### config.mk
export PLATFORM = sky130hd
export DESIGN_NAME = gamepad_poll_serial_master_unit_flat
export DESIGN_NICKNAME = d
export VERILOG_FILES = /design/src/hw/rtl/gpsm_pkg.sv /design/src/hw/rtl/gpsm_chan_if.sv /design/src/hw/rtl/gpsm_apb_regs.sv /design/src/hw/rtl/gpsm_core.sv /design/src/hw/rtl/gpsm_skid.sv /design/src/hw/rtl/gamepad_poll_serial_master_unit.sv /design/src/flat_wrapper.sv
export SDC_FILE = /design/constraint.sdc
export NUM_CORES = 1
export LEC_CHECK = 0
export BUFFER_PORTS_ARGS = -buffer_cell sky130_fd_sc_hd__buf_2
export CORE_MARGIN = 3
export CORE_UTILIZATION = 45
export DETAILED_ROUTE_END_ITERATION = 10
export SYNTH_ARGS = -nofsm -noshare
export SYNTH_HDL_FRONTEND = slang
export SYNTH_HIERARCHICAL = 1
export SYNTH_SLANG_ARGS = --single-unit
export TNS_END_PERCENT = 20
### constraint.sdc
create_clock -name i_clk -period 10.55 [get_ports i_clk]
set_input_delay 2.6375 -clock i_clk [delete_from_list [all_inputs] [get_ports i_clk]]
set_output_delay 2.6375 -clock i_clk [all_outputs]
set_load 0.02 [all_outputs]
### src/hw/rtl/gpsm_pkg.sv
// Shared constants, types and helpers of the game-pad poll master.
package gpsm_pkg;

    localparam int MIN_FRAME       = 3;
    localparam int MAX_FRAME       = 21;
    localparam int FRAME_BYTES_DEF = 9;
    localparam int BYTE_IDX_W      = $clog2(MAX_FRAME + 1);
    // Only bytes 0..8 are ever read back (id, buttons, sticks).
    localparam int STORE_BYTES     = 9;
    localparam int STORE_IDX_W     = $clog2(STORE_BYTES);
    localparam int APB_ADDR_W      = 4;

    localparam logic [7:0]  CMD_POLL_START   = 8'h01;
    localparam logic [7:0]  CMD_POLL_READ    = 8'h42;
    localparam logic [7:0]  CMD_IDLE_BYTE    = 8'h00;
    localparam logic [7:0]  BYTE_RELEASED    = 8'hFF;
    localparam logic [7:0]  STICK_CENTER     = 8'h80;
    localparam logic [15:0] BUTTONS_RELEASED = 16'hFFFF;

    localparam logic [7:0] RST_SELECT_SETUP = 8'd10;
    localparam logic [7:0] RST_CLOCK_LOW    = 8'd50;
    localparam logic [7:0] RST_CLOCK_HIGH   = 8'd45;
    localparam logic [7:0] RST_BYTE_GAP     = 8'd10;

    typedef enum logic [1:0] {
        REG_SELECT_SETUP = 2'd0,
        REG_CLOCK_LOW    = 2'd1,
        REG_CLOCK_HIGH   = 2'd2,
        REG_BYTE_GAP     = 2'd3
    } t_reg_idx;

    typedef struct packed {
        logic [7:0] select_setup_ticks;
        logic [7:0] clock_low_ticks;
        logic [7:0] clock_high_ticks;
        logic [7:0] byte_gap_ticks;
    } t_cfg;

    typedef struct packed {
        logic        select_n;
        logic        clock_out;
        logic        command_out;
        logic        frame_done;
        logic [7:0]  device_id;
        logic [15:0] buttons;
        logic [15:0] buttons_changed;
        logic [4:0]  first_pressed;
        logic [7:0]  right_x;
        logic [7:0]  right_y;
        logic [7:0]  left_x;
        logic [7:0]  left_y;
    } t_result;

    function automatic logic [7:0] cmd_byte(input logic [BYTE_IDX_W-1:0] idx);
        logic [7:0] b;
        case (idx)
            BYTE_IDX_W'(0): b = CMD_POLL_START;
            BYTE_IDX_W'(1): b = CMD_POLL_READ;
            default:        b = CMD_IDLE_BYTE;
        endcase
        return b;
    endfunction

    function automatic int clamp_frame(input int n);
        if (n < MIN_FRAME) return MIN_FRAME;
        if (n > MAX_FRAME) return MAX_FRAME;
        return n;
    endfunction

endpackage

### src/hw/rtl/gpsm_chan_if.sv
// Valid/ready channel interfaces for poll ticks and poll results.
interface gpsm_in_if;
    logic valid;
    logic ready;
    logic start_req;
    logic dat_in;

    modport source (output valid, output start_req, output dat_in, input ready);
    modport sink   (input valid, input start_req, input dat_in, output ready);
endinterface

interface gpsm_out_if;
    logic        valid;
    logic        ready;
    logic        select_n;
    logic        clock_out;
    logic        command_out;
    logic        frame_done;
    logic [7:0]  device_id;
    logic [15:0] buttons;
    logic [15:0] buttons_changed;
    logic [4:0]  first_pressed;
    logic [7:0]  right_x;
    logic [7:0]  right_y;
    logic [7:0]  left_x;
    logic [7:0]  left_y;

    modport source (
        output valid, input ready,
        output select_n, output clock_out, output command_out, output frame_done,
        output device_id, output buttons, output buttons_changed, output first_pressed,
        output right_x, output right_y, output left_x, output left_y
    );
    modport sink (
        input valid, output ready,
        input select_n, input clock_out, input command_out, input frame_done,
        input device_id, input buttons, input buttons_changed, input first_pressed,
        input right_x, input right_y, input left_x, input left_y
    );
endinterface

### src/hw/rtl/gpsm_apb_regs.sv
// APB timing registers of the poll master.
module gpsm_apb_regs (
    input  logic                              i_clk,
    input  logic                              i_rst_n,
    input  logic                              psel,
    input  logic                              penable,
    input  logic                              pwrite,
    input  logic [gpsm_pkg::APB_ADDR_W-1:0]   paddr,
    input  logic [31:0]                       pwdata,
    output logic [31:0]                       prdata,
    output logic                              pready,
    output gpsm_pkg::t_cfg                    o_cfg
);
    import gpsm_pkg::*;

    t_cfg     r_cfg;
    t_reg_idx w_idx;
    logic     w_wr;
    logic [7:0] w_rd;

    assign w_idx  = t_reg_idx'(paddr[3:2]);
    assign w_wr   = psel & penable & pwrite;
    assign pready = 1'b1;
    assign o_cfg  = r_cfg;

    always_ff @(posedge i_clk) begin
        if (!i_rst_n) begin
            r_cfg.select_setup_ticks <= RST_SELECT_SETUP;
            r_cfg.clock_low_ticks    <= RST_CLOCK_LOW;
            r_cfg.clock_high_ticks   <= RST_CLOCK_HIGH;
            r_cfg.byte_gap_ticks     <= RST_BYTE_GAP;
        end else if (w_wr) begin
            case (w_idx)
                REG_SELECT_SETUP: r_cfg.select_setup_ticks <= pwdata[7:0];
                REG_CLOCK_LOW:    r_cfg.clock_low_ticks    <= pwdata[7:0];
                REG_CLOCK_HIGH:   r_cfg.clock_high_ticks   <= pwdata[7:0];
                REG_BYTE_GAP:     r_cfg.byte_gap_ticks     <= pwdata[7:0];
                default: ;
            endcase
        end
    end

    always_comb begin
        case (w_idx)
            REG_SELECT_SETUP: w_rd = r_cfg.select_setup_ticks;
            REG_CLOCK_LOW:    w_rd = r_cfg.clock_low_ticks;
            REG_CLOCK_HIGH:   w_rd = r_cfg.clock_high_ticks;
            REG_BYTE_GAP:     w_rd = r_cfg.byte_gap_ticks;
            default:          w_rd = 8'd0;
        endcase
    end

    assign prdata = {24'd0, w_rd};

endmodule

### src/hw/rtl/gpsm_core.sv
// Pin sequencer of the poll master: one tick of state per accepted transfer.
module gpsm_core #(
    parameter int FRAME_BYTES = gpsm_pkg::FRAME_BYTES_DEF
) (
    input  logic              i_clk,
    input  logic              i_rst_n,
    input  logic              i_step,
    input  logic              i_start_req,
    input  logic              i_dat_in,
    input  gpsm_pkg::t_cfg    i_cfg,
    output gpsm_pkg::t_result o_result
);
    import gpsm_pkg::*;

    localparam int FB_EFF = clamp_frame(FRAME_BYTES);
    localparam logic [BYTE_IDX_W-1:0] LAST_COUNT = BYTE_IDX_W'(FB_EFF);
    localparam logic [BYTE_IDX_W-1:0] STORE_LIM  = BYTE_IDX_W'(STORE_BYTES);

    typedef enum logic [2:0] {
        PH_IDLE  = 3'd0,
        PH_SETUP = 3'd1,
        PH_LOW   = 3'd2,
        PH_HIGH  = 3'd3,
        PH_GAP   = 3'd4
    } t_phase;

    t_phase                r_phase, n_phase;
    logic [7:0]            r_tick, n_tick;
    logic [2:0]            r_bit, n_bit;
    logic [BYTE_IDX_W-1:0] r_byte, n_byte;
    logic [7:0]            r_rx, n_rx;
    logic [7:0]            r_fb [STORE_BYTES];
    logic [7:0]            n_fb [STORE_BYTES];
    logic [15:0]           r_now, n_now;
    logic [15:0]           r_prev, n_prev;
    logic                  w_done;
    logic [7:0]            w_tick_inc;
    logic [15:0]           w_inv;
    logic [4:0]            w_first;
    logic [7:0]            w_cmd;

    function automatic logic [7:0] at_least_one(input logic [7:0] v);
        return (v == 8'd0) ? 8'd1 : v;
    endfunction

    assign w_tick_inc = r_tick + 8'd1;

    always_comb begin
        n_phase = r_phase;
        n_tick  = r_tick;
        n_bit   = r_bit;
        n_byte  = r_byte;
        n_rx    = r_rx;
        n_fb    = r_fb;
        n_now   = r_now;
        n_prev  = r_prev;
        w_done  = 1'b0;
        case (r_phase)
            PH_IDLE: begin
                if (i_start_req) begin
                    n_bit   = 3'd0;
                    n_byte  = '0;
                    n_rx    = 8'd0;
                    n_tick  = 8'd0;
                    n_phase = (i_cfg.select_setup_ticks == 8'd0) ? PH_LOW : PH_SETUP;
                end
            end
            PH_SETUP: begin
                n_tick = w_tick_inc;
                if (w_tick_inc >= i_cfg.select_setup_ticks) begin
                    n_phase = PH_LOW;
                    n_tick  = 8'd0;
                end
            end
            PH_LOW: begin
                n_tick = w_tick_inc;
                if (w_tick_inc >= at_least_one(i_cfg.clock_low_ticks)) begin
                    // rising edge: sample data, store byte on its last bit
                    n_rx = r_rx | (8'(i_dat_in) << r_bit);
                    if (r_bit == 3'd7 && r_byte < STORE_LIM) begin
                        n_fb[r_byte[STORE_IDX_W-1:0]] = n_rx;
                    end
                    n_phase = PH_HIGH;
                    n_tick  = 8'd0;
                end
            end
            PH_HIGH: begin
                n_tick = w_tick_inc;
                if (w_tick_inc >= at_least_one(i_cfg.clock_high_ticks)) begin
                    n_tick = 8'd0;
                    if (r_bit == 3'd7) begin
                        n_bit  = 3'd0;
                        n_rx   = 8'd0;
                        n_byte = r_byte + BYTE_IDX_W'(1);
                        if (n_byte >= LAST_COUNT) begin
                            n_prev     = r_now;
                            n_now[7:0] = (FB_EFF > 3) ? r_fb[3] : BYTE_RELEASED;
                            n_now[15:8] = (FB_EFF > 4) ? r_fb[4] : BYTE_RELEASED;
                            n_phase    = PH_IDLE;
                            n_byte     = '0;
                            w_done     = 1'b1;
                        end else begin
                            n_phase = (i_cfg.byte_gap_ticks == 8'd0) ? PH_LOW : PH_GAP;
                        end
                    end else begin
                        n_bit   = r_bit + 3'd1;
                        n_phase = PH_LOW;
                    end
                end
            end
            PH_GAP: begin
                n_tick = w_tick_inc;
                if (w_tick_inc >= i_cfg.byte_gap_ticks) begin
                    n_phase = PH_LOW;
                    n_tick  = 8'd0;
                end
            end
            default: begin
                n_phase = PH_IDLE;
                n_tick  = 8'd0;
            end
        endcase
    end

    always_ff @(posedge i_clk) begin
        if (!i_rst_n) begin
            r_phase <= PH_IDLE;
            r_tick  <= 8'd0;
            r_bit   <= 3'd0;
            r_byte  <= '0;
            r_rx    <= 8'd0;
            for (int i = 0; i < STORE_BYTES; i++) begin
                r_fb[i] <= 8'd0;
            end
            r_now   <= BUTTONS_RELEASED;
            r_prev  <= BUTTONS_RELEASED;
        end else if (i_step) begin
            r_phase <= n_phase;
            r_tick  <= n_tick;
            r_bit   <= n_bit;
            r_byte  <= n_byte;
            r_rx    <= n_rx;
            r_fb    <= n_fb;
            r_now   <= n_now;
            r_prev  <= n_prev;
        end
    end

    // Result reflects the pins after this tick's update.
    assign w_inv = ~n_now;
    assign w_cmd = cmd_byte(n_byte);

    always_comb begin
        w_first = 5'd0;
        for (int i = 15; i >= 0; i--) begin
            if (w_inv[i]) begin
                w_first = 5'(i + 1);
            end
        end
    end

    always_comb begin
        o_result.select_n        = (n_phase == PH_IDLE);
        o_result.clock_out       = (n_phase != PH_LOW);
        o_result.command_out     = (n_phase != PH_IDLE) & w_cmd[n_bit];
        o_result.frame_done      = w_done;
        o_result.device_id       = n_fb[1];
        o_result.buttons         = w_inv;
        o_result.buttons_changed = n_now ^ n_prev;
        o_result.first_pressed   = w_first;
        o_result.right_x         = (FB_EFF > 5) ? n_fb[5] : STICK_CENTER;
        o_result.right_y         = (FB_EFF > 6) ? n_fb[6] : STICK_CENTER;
        o_result.left_x          = (FB_EFF > 7) ? n_fb[7] : STICK_CENTER;
        o_result.left_y          = (FB_EFF > 8) ? n_fb[8] : STICK_CENTER;
    end

    a_idle_bit_zero: assert property (@(posedge i_clk) disable iff (!i_rst_n)
        (r_phase == PH_IDLE) |-> (r_bit == 3'd0 && r_byte == '0))
        else $error("bit/byte position not cleared while idle");

    a_byte_in_frame: assert property (@(posedge i_clk) disable iff (!i_rst_n)
        r_byte < LAST_COUNT)
        else $error("byte position ran past frame length");

    a_hold_without_tick: assert property (@(posedge i_clk) disable iff (!i_rst_n)
        !i_step |=> ($stable(r_phase) && $stable(r_tick) && $stable(r_now)))
        else $error("sequencer moved without a tick");

    a_buttons_on_done: assert property (@(posedge i_clk) disable iff (!i_rst_n)
        (i_step && !w_done) |=> $stable(r_now))
        else $error("button word changed outside frame end");

endmodule

### src/hw/rtl/gpsm_skid.sv
// Output register with skid stage for the poll results.
module gpsm_skid (
    input  logic              i_clk,
    input  logic              i_rst_n,
    input  logic              i_valid,
    output logic              o_ready,
    input  gpsm_pkg::t_result i_data,
    output logic              o_valid,
    input  logic              i_ready,
    output gpsm_pkg::t_result o_data
);
    import gpsm_pkg::*;

    logic    r_out_valid;
    logic    r_skid_valid;
    t_result r_out;
    t_result r_skid;
    logic    w_push;
    logic    w_pop;

    assign o_ready = ~r_skid_valid;
    assign w_push  = i_valid & ~r_skid_valid;
    assign w_pop   = r_out_valid & i_ready;
    assign o_valid = r_out_valid;
    assign o_data  = r_out;

    always_ff @(posedge i_clk) begin
        if (!i_rst_n) begin
            r_out_valid  <= 1'b0;
            r_skid_valid <= 1'b0;
        end else begin
            if (w_pop) begin
                if (r_skid_valid) begin
                    r_skid_valid <= 1'b0;
                end else begin
                    r_out_valid <= w_push;
                end
            end else if (w_push) begin
                if (r_out_valid) begin
                    r_skid_valid <= 1'b1;
                end else begin
                    r_out_valid <= 1'b1;
                end
            end
        end
    end

    always_ff @(posedge i_clk) begin
        if (w_pop && r_skid_valid) begin
            r_out <= r_skid;
        end else if (w_push && (w_pop || !r_out_valid)) begin
            r_out <= i_data;
        end
        if (w_push && r_out_valid && !w_pop) begin
            r_skid <= i_data;
        end
    end

    a_skid_behind_out: assert property (@(posedge i_clk) disable iff (!i_rst_n)
        r_skid_valid |-> r_out_valid)
        else $error("skid entry held with empty output register");

endmodule

### src/hw/rtl/gamepad_poll_serial_master_unit.sv
// Top level of the game-pad poll master: APB timing registers, sequencer, result buffer.
// Each transfer on i_in is one timing tick of the pad's pin sequencer and yields exactly
// one result transfer on o_out holding the pin levels after that tick (select_n,
// clock_out, command_out), a one-tick frame_done pulse and the decoded pad data. A frame
// starts on start_req while idle: select drops, the block waits select_setup_ticks, then
// shifts FRAME_BYTES command bytes LSB first (0x01, 0x42, then zeros). Each bit spends
// clock_low_ticks with clock low, samples dat_in on the rising tick, and holds clock high
// for clock_high_ticks; byte_gap_ticks of idle clock-high separate bytes. Zero low/high
// times act as one tick; zero setup or gap skips that phase. Buttons (active high), the
// changed mask and first_pressed update only at frame end; device_id and the sticks track
// the receive buffer byte by byte. Rate: one tick per clock cycle while i_in.ready is high;
// next-state logic is combinational and each result is registered in the output register
// or, while that holds a result, in the skid entry. A two-entry output buffer (output
// register plus skid) lets ticks flow while a result waits; i_in.ready drops only when both
// entries are full. Timing registers are at byte addresses 0, 4, 8, 12 and should only be
// written while no ticks are in flight.
module gamepad_poll_serial_master_unit #(
    parameter int FRAME_BYTES = gpsm_pkg::FRAME_BYTES_DEF
) (
    input  logic                            i_clk,
    input  logic                            i_rst_n,
    gpsm_in_if.sink                         i_in,
    gpsm_out_if.source                      o_out,
    input  logic                            psel,
    input  logic                            penable,
    input  logic                            pwrite,
    input  logic [gpsm_pkg::APB_ADDR_W-1:0] paddr,
    input  logic [31:0]                     pwdata,
    output logic [31:0]                     prdata,
    output logic                            pready
);
    import gpsm_pkg::*;

    t_cfg    w_cfg;
    t_result w_result;
    t_result w_out_data;
    logic    w_in_ready;
    logic    w_step;

    gpsm_apb_regs u_regs (
        .i_clk   (i_clk),
        .i_rst_n (i_rst_n),
        .psel    (psel),
        .penable (penable),
        .pwrite  (pwrite),
        .paddr   (paddr),
        .pwdata  (pwdata),
        .prdata  (prdata),
        .pready  (pready),
        .o_cfg   (w_cfg)
    );

    // a tick advances the sequencer only when its result has a slot
    assign i_in.ready = w_in_ready;
    assign w_step     = i_in.valid & w_in_ready;

    gpsm_core #(
        .FRAME_BYTES (FRAME_BYTES)
    ) u_core (
        .i_clk       (i_clk),
        .i_rst_n     (i_rst_n),
        .i_step      (w_step),
        .i_start_req (i_in.start_req),
        .i_dat_in    (i_in.dat_in),
        .i_cfg       (w_cfg),
        .o_result    (w_result)
    );

    gpsm_skid u_skid (
        .i_clk   (i_clk),
        .i_rst_n (i_rst_n),
        .i_valid (i_in.valid),
        .o_ready (w_in_ready),
        .i_data  (w_result),
        .o_valid (o_out.valid),
        .i_ready (o_out.ready),
        .o_data  (w_out_data)
    );

    assign o_out.select_n        = w_out_data.select_n;
    assign o_out.clock_out       = w_out_data.clock_out;
    assign o_out.command_out     = w_out_data.command_out;
    assign o_out.frame_done      = w_out_data.frame_done;
    assign o_out.device_id       = w_out_data.device_id;
    assign o_out.buttons         = w_out_data.buttons;
    assign o_out.buttons_changed = w_out_data.buttons_changed;
    assign o_out.first_pressed   = w_out_data.first_pressed;
    assign o_out.right_x         = w_out_data.right_x;
    assign o_out.right_y         = w_out_data.right_y;
    assign o_out.left_x          = w_out_data.left_x;
    assign o_out.left_y          = w_out_data.left_y;

endmodule

### src/flat_wrapper.sv
// flat-port wrapper written by rule: the top's interface ports become plain ports
module gamepad_poll_serial_master_unit_flat import gpsm_pkg::*;
#(
    parameter int FRAME_BYTES = gpsm_pkg::FRAME_BYTES_DEF
)
  (i_clk, i_rst_n, psel, penable, pwrite, paddr, pwdata, prdata, pready, i_in_valid, i_in_start_req, i_in_dat_in, i_in_ready, o_out_valid, o_out_ready, o_out_select_n, o_out_clock_out, o_out_command_out, o_out_frame_done, o_out_device_id, o_out_buttons, o_out_buttons_changed, o_out_first_pressed, o_out_right_x, o_out_right_y, o_out_left_x, o_out_left_y);
  gpsm_in_if i_in_i ();
  gpsm_out_if o_out_i ();
  input  logic i_clk;
  input  logic i_rst_n;
  input  logic psel;
  input  logic penable;
  input  logic pwrite;
  input  logic [gpsm_pkg::APB_ADDR_W-1:0] paddr;
  input  logic [31:0] pwdata;
  output logic [31:0] prdata;
  output logic pready;
  input wire logic [$bits(i_in_i.valid)-1:0] i_in_valid;
  input wire logic [$bits(i_in_i.start_req)-1:0] i_in_start_req;
  input wire logic [$bits(i_in_i.dat_in)-1:0] i_in_dat_in;
  output wire logic [$bits(i_in_i.ready)-1:0] i_in_ready;
  output wire logic [$bits(o_out_i.valid)-1:0] o_out_valid;
  input wire logic [$bits(o_out_i.ready)-1:0] o_out_ready;
  output wire logic [$bits(o_out_i.select_n)-1:0] o_out_select_n;
  output wire logic [$bits(o_out_i.clock_out)-1:0] o_out_clock_out;
  output wire logic [$bits(o_out_i.command_out)-1:0] o_out_command_out;
  output wire logic [$bits(o_out_i.frame_done)-1:0] o_out_frame_done;
  output wire logic [$bits(o_out_i.device_id)-1:0] o_out_device_id;
  output wire logic [$bits(o_out_i.buttons)-1:0] o_out_buttons;
  output wire logic [$bits(o_out_i.buttons_changed)-1:0] o_out_buttons_changed;
  output wire logic [$bits(o_out_i.first_pressed)-1:0] o_out_first_pressed;
  output wire logic [$bits(o_out_i.right_x)-1:0] o_out_right_x;
  output wire logic [$bits(o_out_i.right_y)-1:0] o_out_right_y;
  output wire logic [$bits(o_out_i.left_x)-1:0] o_out_left_x;
  output wire logic [$bits(o_out_i.left_y)-1:0] o_out_left_y;
  assign i_in_i.valid = i_in_valid;
  assign i_in_i.start_req = i_in_start_req;
  assign i_in_i.dat_in = i_in_dat_in;
  assign i_in_ready = i_in_i.ready;
  assign o_out_valid = o_out_i.valid;
  assign o_out_i.ready = o_out_ready;
  assign o_out_select_n = o_out_i.select_n;
  assign o_out_clock_out = o_out_i.clock_out;
  assign o_out_command_out = o_out_i.command_out;
  assign o_out_frame_done = o_out_i.frame_done;
  assign o_out_device_id = o_out_i.device_id;
  assign o_out_buttons = o_out_i.buttons;
  assign o_out_buttons_changed = o_out_i.buttons_changed;
  assign o_out_first_pressed = o_out_i.first_pressed;
  assign o_out_right_x = o_out_i.right_x;
  assign o_out_right_y = o_out_i.right_y;
  assign o_out_left_x = o_out_i.left_x;
  assign o_out_left_y = o_out_i.left_y;
  gamepad_poll_serial_master_unit #(.FRAME_BYTES(FRAME_BYTES)) u_core (.i_clk(i_clk), .i_rst_n(i_rst_n), .i_in(i_in_i), .o_out(o_out_i), .psel(psel), .penable(penable), .pwrite(pwrite), .paddr(paddr), .pwdata(pwdata), .prdata(prdata), .pready(pready));
endmodule
==> flow_metrics.py, run 1 <==
metrics = {
    "logic_synthesis": {
        "synth_ff_type": "edfxtp_1",
        "syn_inst": 1323,
        "async_flop_share": 0,
        "synth_cell_types": 76,
        "ys_seq_area_frac": 0.534,
        "synth_seq_cells": 311,
        "synth_top_area_cell": "edfxtp_1",
        "netlist.area_leader.share": 0.331,
        "yosys_warnings": 6,
        "synth.top_cells.by_area": "edfxtp_1, dfxtp_1, mux2i_1, mux2_2, nand2_1",
        "synth.avg_cell_area_um2": 11.1,
        "synth_edf_count": 162,
        "synth_area_um2": 14700,
    },
    "pwr": {
        "power.internal_mw": 2.05,
        "power_leakage_nw": 6.75,
        "switching_share": 0.227,
        "p_sw_uw": 601,
        "power_density_nw_per_um2": 161,
        "pwr-share-clk": 0.438,
        "p_seq_frac": 0.498,
        "ir_worst_vdd_mv": 0.0879,
        "comb_power_share": 0.064,
    },
    "floorplanning": {
        "fp.dieH_um": 187,
        "pin_count": 161,
        "start_util": 0.461,
        "core_area_um2": 31900,
        "rows": 65,
        "dieWidth_um": 187,
        "die_area_um2": 34800,
    },
    "routing": {
        "met2_length_um": 14900,
        "totalWireLength_um": 32300,
        "ant_nets": 0,
        "drt-initial-drc-count": 647,
        "vias": 9936,
        "highest_layer": "met5",
        "drt-vias-per-instance": 5.31,
        "wl_met3_um": 1550,
        "drc": 0,
        "firstDrtPassIters": 5,
        "routedWlPerCell_um": 17.3,
        "wl_met1_um": 15300,
    },
    "clock_tree": {
        "clkTransAtPathRegs_ns": 0.05,
        "cts-resized-gates": 0,
        "cts-root-buf": "clkbuf_16",
        "cts_sinks": 311,
        "clockBufferDepth": 3,
        "post_cts.repair.setup_buffers": 0,
        "htreeDepth": 2,
        "cts_tree": "done",
        "cts_made_buffers": 34,
        "cts_hold_buf": 0,
        "insertion_delay_ns": 0.51,
    },
    "grt": {
        "grt-ovfl-total": 0,
        "grt_max_degree": 100,
        "antenna_found_initial": 2,
        "grt_pass1_wl_um": 52400,
        "grt_use_total": 0.182,
        "grt_pass1_vias": 9610,
    },
    "timing": {
        "finalSetupViolCount": 0,
        "fin_crit_ns": 6.32,
        "hold_viol_final": 0,
        "skew_ns": 0.0151,
        "worstMarginPinSlew_ns": 1.15,
        "fmax_mhz": 158,
        "finalCritPeriodShare": 0.599,
        "slew_violations": 0,
        "slew_headroom": 0.230,
        "rsz0062_at_grt": "false",
        "tns_ns": 0,
    },
    "job": {
        "maxCapViolCount": 0,
    },
    "min_path": {
        "hold_class": "flip-flop to flip-flop",
    },
    "place": {
        "gp_congestion": 0.851,
        "placed_cells": 1808,
        "post-dp-hpwl_um": 21600,
        "place_area_um2": 15400,
        "port_buffers": 109,
    },
    "final_layout": {
        "final_util": 0.518,
        "syn_to_final_growth_pct": 12.4,
        "num-fill-cells": 2886,
        "final_nets": 1493,
        "n_antenna_cell": 0,
        "instances_no_fill": 1870,
        "post_route_cells_drive_above_1_share": 0.203,
        "design_area_um2": 16500,
    },
    "status": {
        "status": "finished, final reports clean",
    },
    "critical_path": {
        "worstSetupPathType": "input pin to primary output",
        "end_kind": "primary output",
        "arrival_ns": 3.68,
        "startpoint_type": "input pin",
        "cp_data_required_time_ns": 7.91,
        "cp_max_fo": 13,
    },
}
-- cell usage after synthesis (34+ instances only) --
library cell	number
a21oi_1	69
o21ai_0	34
nand2_1	140
mux2i_1	89
mux2_2	78
nor2_1	102
inv_1	46
dfxtp_1	149
nand3_1	60
ha_1	39
clkbuf_1	43
buf_4	34
edfxtp_1	162
-- power groups by stage --
stage / clock network (mW) / registers [mW] / logic, mW
6_report: 1.16 / 1.32 / 0.169
5_1_grt: 1.25 / 1.33 / 0.183
4_1_cts: 1.20 / 1.32 / 0.172
3_5_place_dp: 0 / 1.35 / 0.171
3_3_place_gp: 0 / 1.35 / 0.169
2_1_floorplan: 0 / 1.38 / 0.0953
-- registers in the layout (all words and copies together), names as in the netlist --
register	count
u_core/u_skid/o_data	81
u_core/u_skid/r_skid	81
u_core/u_core/r_fb	56
u_core/u_regs/o_cfg	32
u_core/u_core/r_now	16
u_core/u_core/r_prev	16
u_core/u_core/r_rx	8
u_core/u_core/r_tick	8
u_core/u_core/r_byte	5
u_core/u_core/r_bit	3
u_core/u_core/r_phase	3
u_core/u_skid/o_valid	1
u_core/u_skid/r_skid_valid	1
-- cell usage in the layout, fill, tap and decap left out, drive strengths merged, types with 39 or more instances in the layout --
cell / synthesis / final
edfxtp: 162 / 162
dfxtp: 149 / 149
nand2: 140 / 140
buf: 45 / 123
nor2: 102 / 102
mux2i: 89 / 89
mux2: 86 / 86
a21oi: 69 / 69
nand3: 64 / 64
clkbuf: 51 / 50
o21ai: 50 / 50
inv: 46 / 48
ha: 39 / 39
-- cell families (layout without fill, tap and decap cells) --
family	count (synthesis)	count (layout)	synth area share
other	2	25	0.000511
adder cells (fa/ha/maj)	39	39	0.0332
flip-flops	311	311	0.534
multiplexers	183	183	0.141
AO/OA/AOI/OAI	209	209	0.0910
AND/OR/NAND/NOR	416	416	0.136
buffers and inverters	143	232	0.0518
XOR/XNOR	20	20	0.0119
-- routing by layer --
layer / global-route usage / vias up
met5: 0 / -
met4: 0.0369 / 4
met3: 0.0331 / 38
met2: 0.295 / 212
met1: 0.257 / 4776
li1: - / 4906
-- critical path: stages --
cell and delay, ns:
buf_2 0.30, mux4_2 0.57, buf_2 0.18
-- metrics by stage --
step	setup WS [ns]	total power [mW]	hold WS (ns)
after floorplan	1.29	1.48	0.440
after global placement	4.22	1.52	0.448
after detailed placement	4.23	1.52	0.453
after CTS	4.22	2.69	0.463
after global routing	4.16	2.76	0.484
final	4.23	2.65	0.459
-- path summary, 6_finish.rpt --
kind / endpoint / slack (ns) / startpoint / cells past startpoint
max: prdata[1] / 4.23 / paddr[3] / 3
min: u_core/u_core/r_fb[10]$_SDFFE_PN0P_ / 0.46 / u_core/u_core/r_fb[10]$_SDFFE_PN0P_ / 2
max reg2reg: u_core/u_skid/o_data[33]$_DFFE_PP_ / 6.10 / u_core/u_core/r_tick[0]$_SDFFE_PN0P_ / 13
min reg2reg: u_core/u_core/r_fb[10]$_SDFFE_PN0P_ / 0.46 / u_core/u_core/r_fb[10]$_SDFFE_PN0P_ / 2
-- cell type report --
class / instances / area, µm² / area share
Clock buffer: 50 / 972 / 0.0589
Clock inverter: 12 / 134 / 0.00811
Timing Repair Buffer: 123 / 653 / 0.0396
Sequential cell: 311 / 7850 / 0.475
Tap cell: 435 / 544 / 0.0330
Inverter: 47 / 176 / 0.0107
Multi-Input combinational cell: 892 / 6180 / 0.374
Power figures use the tool's default switching activity.
==> inputs of run 2 (changes only) <==
- ABC_AREA: unset -> 1
- clock period: 10.55 -> 6 ns (I/O delays scaled with it)
==> run 2 against run 1 <==
Compared with the run above:
- routed wire length about the same
- core utilization decreased by 0.31 points
- sequential power increased by 84%
- design area decreased by 0.34%
- clock power increased by 73%
- largest power group unchanged
==> flow_metrics.py, run 2 <==
metrics = {
    "status": {
        "status": "finished, final reports clean",
    },
    "timing": {
        "worstMarginPinSlew_ns": 1.06,
        "slew_violations": 0,
        "finalSetupViolCount": 0,
        "skew_ns": 0.0114,
        "finalCritPeriodShare": 0.743,
        "tns_ns": 0,
        "rsz0062_at_grt": "false",
        "fmax_mhz": 224,
        "worst_hold_slack_ns": 0.453,
        "slew_headroom": 0.292,
        "fin_crit_ns": 4.46,
        "hold_viol_final": 0,
    },
    "critical_path": {
        "end_kind": "primary output",
        "arrival_ns": 2.96,
        "r2r-start": "u_core/u_core/r_tick[0]$_SDFFE_PN0P_",
        "critPathLaunch": "paddr[2]",
        "worstSetupPathType": "input pin to primary output",
        "cp_data_required_time_ns": 4.50,
        "startpoint_type": "input pin",
        "cp_max_fo": 14,
    },
    "logic_synthesis": {
        "synth_edf_count": 162,
        "synthAdderAreaFrac": 0.0331,
        "synth.avg_cell_area_um2": 8.68,
        "synth_ff_type": "edfxtp_1",
        "synth_seq_cells": 311,
        "synth.most_common_cell": "nand2_1",
        "synth_top_family_by_area": "simple AND/OR/NAND/NOR gates",
        "synth_top_area_cell": "edfxtp_1",
        "netlist.area_leader.share": 0.329,
        "ys_seq_area_frac": 0.532,
        "synthSimpleGateAreaFrac": 0.200,
        "ys_top_cells_by_count": "nand2_1, inv_1, edfxtp_1",
        "synth_compound_area_frac": 0.115,
        "yosys_warnings": 6,
        "synth_xor_area_frac": 0.0131,
        "synth.top_cells.by_area": "edfxtp_1, dfxtp_1, nand2_1, inv_1, a21oi_1",
        "syn_inst": 1701,
        "synth_cell_types": 53,
        "async_flop_share": 0,
        "synth.area.mux_share": 0.00881,
        "synth_area_um2": 14800,
    },
    "routing": {
        "totalWireLength_um": 32300,
        "routedWlPerCell_um": 14.4,
        "firstDrtPassIters": 5,
        "vias": 10968,
        "drc": 0,
        "ant_nets": 0,
        "drt-vias-per-instance": 4.89,
        "drt-initial-drc-count": 787,
    },
    "pwr": {
        "ir_worst_vdd_mv": 0.161,
        "power_leakage_nw": 7.42,
        "power_density_nw_per_um2": 305,
        "finalPower_mw": 5.03,
    },
    "grt": {
        "grt_max_degree": 107,
        "antenna_found_initial": 1,
        "grt_use_total": 0.183,
        "grt_pass1_vias": 10156,
        "grt-ovfl-total": 0,
        "grt_pass1_wl_um": 53300,
    },
    "final_layout": {
        "n_antenna_cell": 0,
        "mostFrequentLayoutCells": "nand2_1, inv_1, edfxtp_1",
        "final_nets": 1866,
        "instances_no_fill": 2242,
        "num-fill-cells": 3035,
        "design_area_um2": 16500,
        "syn_to_final_growth_pct": 11.4,
        "final_common_cell": "nand2_1",
        "post_route_cells_drive_above_1_share": 0.126,
    },
    "clock_tree": {
        "clkTransAtPathRegs_ns": 0.06,
        "cts_tree": "done",
        "cts-root-buf": "clkbuf_16",
        "post_cts.repair.setup_buffers": 0,
        "insertion_delay_ns": 0.50,
        "cts_hold_buf": 0,
        "cts_sinks": 311,
        "clockBufferDepth": 3,
        "cts-resized-gates": 0,
        "htreeDepth": 2,
        "cts_made_buffers": 35,
    },
    "floorplanning": {
        "core_area_um2": 32000,
        "dieWidth_um": 187,
        "rows": 65,
        "start_util": 0.462,
        "pin_count": 161,
        "die_area_um2": 35000,
        "fp.dieH_um": 187,
    },
    "min_path": {
        "worstHoldStart": "u_core/u_core/r_fb[37]$_SDFFE_PN0P_",
        "hold_class": "flip-flop to flip-flop",
    },
    "place": {
        "placed_cells": 2180,
        "gp_congestion": 0.837,
        "place_area_um2": 15400,
        "port_buffers": 109,
        "post-dp-hpwl_um": 21100,
    },
    "job": {
        "maxCapViolCount": 0,
    },
}
==> run 2: changes by cell type after synthesis, sizes merged, moves of 14 or more <==
cell | before | now
a21o | 18 | 2
a21oi | 69 | 132
buf | 45 | 62
clkbuf | 51 | 34
inv | 46 | 205
mux2 | 86 | 0
mux2i | 89 | 13
nand2 | 140 | 475
nor2b | 28 | 0
o21ai | 50 | 155
xnor2 | 18 | 4
xor2 | 2 | 18
==> run 2: final timing paths <==
check        slack [ns]  depth (start not counted)                             endpoint
min                0.45                          2  u_core/u_core/r_fb[37]$_SDFFE_PN0P_
min reg2reg        0.45                          2  u_core/u_core/r_fb[37]$_SDFFE_PN0P_
max reg2reg        1.56                         20   u_core/u_skid/o_data[33]$_DFFE_PP_
max                1.54                          6                            prdata[6]
==> run 2: kinds of logic after synthesis <==
group           Yosys count
fa+ha+maj                39
simple gates            701
other cells               2
compound gates          311
xor+xnor                 22
buf+inv                 302
mux                      13
flops                   311
==> run 2: metal layers <==
metal  wire length (µm)  GRT usage
met2              14400      0.295
met4                747     0.0506
met1              15600      0.256
met5                 20          0
met3               1550     0.0294
==> run 2: where the power goes <==
group	total [mW]	switching, mW	internal (mW)
clock	2.01	0.821	1.19
combinational	0.578	0.407	0.171
sequential	2.43	0.0462	2.39
total	5.03	1.27	3.75
==> run 2: final cells by class <==
| type | count | area (µm²) | area share |
|---|---|---|---|
| multi-input cells | 1111 | 5570 | 0.339 |
| flip-flops and latches | 311 | 7850 | 0.477 |
| repair buffers | 117 | 631 | 0.0383 |
| well taps | 435 | 544 | 0.0331 |
| inverters | 206 | 777 | 0.0472 |
| clock inverters | 11 | 83.8 | 0.00510 |
| clock buffers | 51 | 996 | 0.0605 |
==> run 2: worst max-delay path: stages <==
cell	delay, ns
buf_2	0.12
inv_1	0.07
nor2_1	0.79
nand2_1	0.12
nand4_1	0.17
buf_2	0.18
==> run 2: stage by stage <==
| stage | utilization | setup WS, ns |
|---|---|---|
| final | 0.515 | 1.54 |
| after global routing | 0.515 | 1.17 |
| after CTS | 0.515 | 1.53 |
| after detailed placement | 0.481 | 1.59 |
| after global placement | 0.481 | 1.62 |
| after floorplan | - | -1.69 |
==> inputs of run 3 (changes only) <==
- PLACE_DENSITY: unset -> 0.66
- clock period: 6 -> 3.8 ns (I/O delays scaled with it)
==> run 3 against run 2 <==
Compared with the run above:
- combinational power is 63% higher
- routed wire length shrank 1.2%
- design area increased by 2.4%
- global-route usage down 0.29 points
- sequential share of layout area decreased by 1.1 points
- critical endpoint is now u_core/u_skid/o_data[32]$_DFFE_PP_
==> flow_metrics.py, run 3 (same netlist as run 2, synthesis figures left out) <==
metrics = {
    "status": {
        "status": "finished, final reports clean",
    },
    "floorplanning": {
        "dieWidth_um": 187,
        "start_util": 0.462,
        "fp.dieH_um": 187,
        "pin_count": 161,
        "core_area_um2": 32000,
        "die_area_um2": 35000,
        "rows": 65,
    },
    "critical_path": {
        "r2r-start": "u_core/u_core/r_tick[2]$_SDFFE_PN0P_",
        "critPathTopFamily": "simple AND/OR/NAND/NOR gates",
        "arrival_ns": 3.79,
        "r2r_slack_ns": 0.28,
        "critPathLaunch": "u_core/u_core/r_tick[2]$_SDFFE_PN0P_",
        "cp_slowest_stage_delay_ns": 0.39,
        "cp_data_required_time_ns": 4.07,
        "path_common_cell": "nand2_1",
        "critPathBufInv": 2,
        "cp_max_fo": 7,
        "startpoint_type": "flip-flop",
        "end_kind": "flip-flop",
        "r2r_end": "u_core/u_skid/o_data[32]$_DFFE_PP_",
        "worstSetupPathType": "flip-flop to flip-flop",
        "ff2ff_path_depth": 28,
        "slowest_stage": "dfxtp_1",
    },
    "routing": {
        "drt-vias-per-instance": 4.93,
        "totalWireLength_um": 31900,
        "wl_met3_um": 1760,
        "routedWlPerCell_um": 13.9,
        "met2_length_um": 14900,
        "wl_met1_um": 14700,
        "highest_layer": "met5",
        "drt-initial-drc-count": 822,
        "vias": 11296,
        "firstDrtPassIters": 6,
        "drc": 0,
        "ant_nets": 0,
    },
    "timing": {
        "finalCritPeriodShare": 0.926,
        "worstMarginPinSlew_ns": 1.21,
        "worst_slack_ns": 0.282,
        "skew_ns": 0.0214,
        "tns_ns": 0,
        "finalSetupViolCount": 0,
        "slew_headroom": 0.190,
        "hold_viol_final": 0,
        "fmax_mhz": 284,
        "slew_violations": 0,
        "fin_crit_ns": 3.52,
        "worst_hold_slack_ns": 0.450,
    },
    "grt": {
        "grt-ovfl-total": 0,
        "grt_pass1_wl_um": 53000,
        "grt_pass1_vias": 10511,
        "grt_max_degree": 139,
        "antenna_found_initial": 1,
        "grt_use_total": 0.180,
    },
    "min_path": {
        "hold_class": "flip-flop to flip-flop",
        "worstHoldStart": "u_core/u_core/r_fb[37]$_SDFFE_PN0P_",
        "whs_endpoint": "u_core/u_core/r_fb[37]$_SDFFE_PN0P_",
        "hold_path_depth": 2,
    },
    "final_layout": {
        "post_route_cells_drive_above_1_share": 0.149,
        "syn_to_final_growth_pct": 14.1,
        "mostFrequentLayoutCells": "nand2_1, inv_1, edfxtp_1",
        "n_antenna_cell": 0,
        "final_nets": 1915,
        "design_area_um2": 16900,
        "final_common_cell": "nand2_1",
        "instances_no_fill": 2292,
    },
    "place": {
        "gp_congestion": 0.862,
        "post-dp-hpwl_um": 21600,
        "placed_cells": 2225,
        "place_area_um2": 15700,
        "dp_slack_ns": 0.212,
        "port_buffers": 109,
    },
    "clock_tree": {
        "cts-root-buf": "clkbuf_16",
        "clockBufferDepth": 3,
        "cts_hold_buf": 0,
        "cts_tree": "done",
        "clkTransAtPathRegs_ns": 0.06,
        "htreeDepth": 2,
        "cts_made_buffers": 34,
        "cts_sinks": 311,
        "insertion_delay_ns": 0.52,
    },
    "pwr": {
        "ir_worst_vdd_mv": 0.290,
        "power_leakage_nw": 7.69,
        "power_density_nw_per_um2": 469,
    },
    "job": {
        "maxCapViolCount": 0,
    },
}
run 3: worst max path at each step:
| stage | end | slack, ns | cells past startpoint |
|---|---|---|---|
| after floorplan | u_core/u_skid/r_skid[0]$_DFFE_PP_ | -0.88 | 2 |
| after global placement | u_core/u_skid/o_data[36]$_DFFE_PP_ | 0.31 | 21 |
| after detailed placement | u_core/u_skid/o_data[36]$_DFFE_PP_ | 0.21 | 21 |
| after CTS | u_core/u_skid/o_data[36]$_DFFE_PP_ | 0.20 | 21 |
| after global routing | u_core/u_skid/o_data[32]$_DFFE_PP_ | -0.02 | 28 |
| final | u_core/u_skid/o_data[32]$_DFFE_PP_ | 0.28 | 28 |
run 3: per-stage QoR:
| stage | total power [mW] | util |
|---|---|---|
| finish | 7.91 | 0.527 |
| global route | 8.27 | 0.527 |
| CTS | 8.00 | 0.526 |
| detailed placement | 4.86 | 0.492 |
| global placement | 4.84 | 0.492 |
| floorplan | 4.59 | - |
run 3: layout make-up:
| cell class | count | area [µm²] |
|---|---|---|
| flip-flops and latches | 311 | 7850 |
| clock buffers | 48 | 948 |
| clock inverters | 14 | 114 |
| multi-input cells | 1112 | 5600 |
| fillers | 2971 | 15100 |
| well taps | 435 | 544 |
| inverters | 206 | 777 |
| repair buffers | 166 | 1020 |
run 3: report_power, final:
group | internal (mW) | switching [mW]
logic | 0.296 | 0.645
registers | 3.77 | 0.0731
clock network | 1.83 | 1.30
total | 5.89 | 2.02
run 3: timing repair:
| item | 4_1_cts | 5_1_grt |
|---|---|---|
| setup buffers | 0 | 4 |
| gates resized for setup | 0 | 3 |
| endpoints found under the hold margin | 0 | 0 |
| setup endpoints to repair | 0 | 5 |
run 3: metal layers:
| layer | track usage | up-vias |
|---|---|---|
| met4 | 0.0465 | 2 |
| met3 | 0.0307 | 51 |
| met2 | 0.297 | 256 |
| met1 | 0.247 | 5197 |
| met5 | 0 | - |
| li1 | - | 5790 |
run 3: worst reg2reg max path, delay by kind of cell (launching register included):
| family | cells | cell delay [ns] |
|---|---|---|
| AOI/OAI and AO/OA | 3 | 0.49 |
| and+or+nand+nor | 21 | 1.73 |
| buffers and inverters | 2 | 0.21 |
| adders and majority gates | 1 | 0.30 |
| xor gates and xnor gates | 1 | 0.15 |
| DFF | 1 | 0.39 |
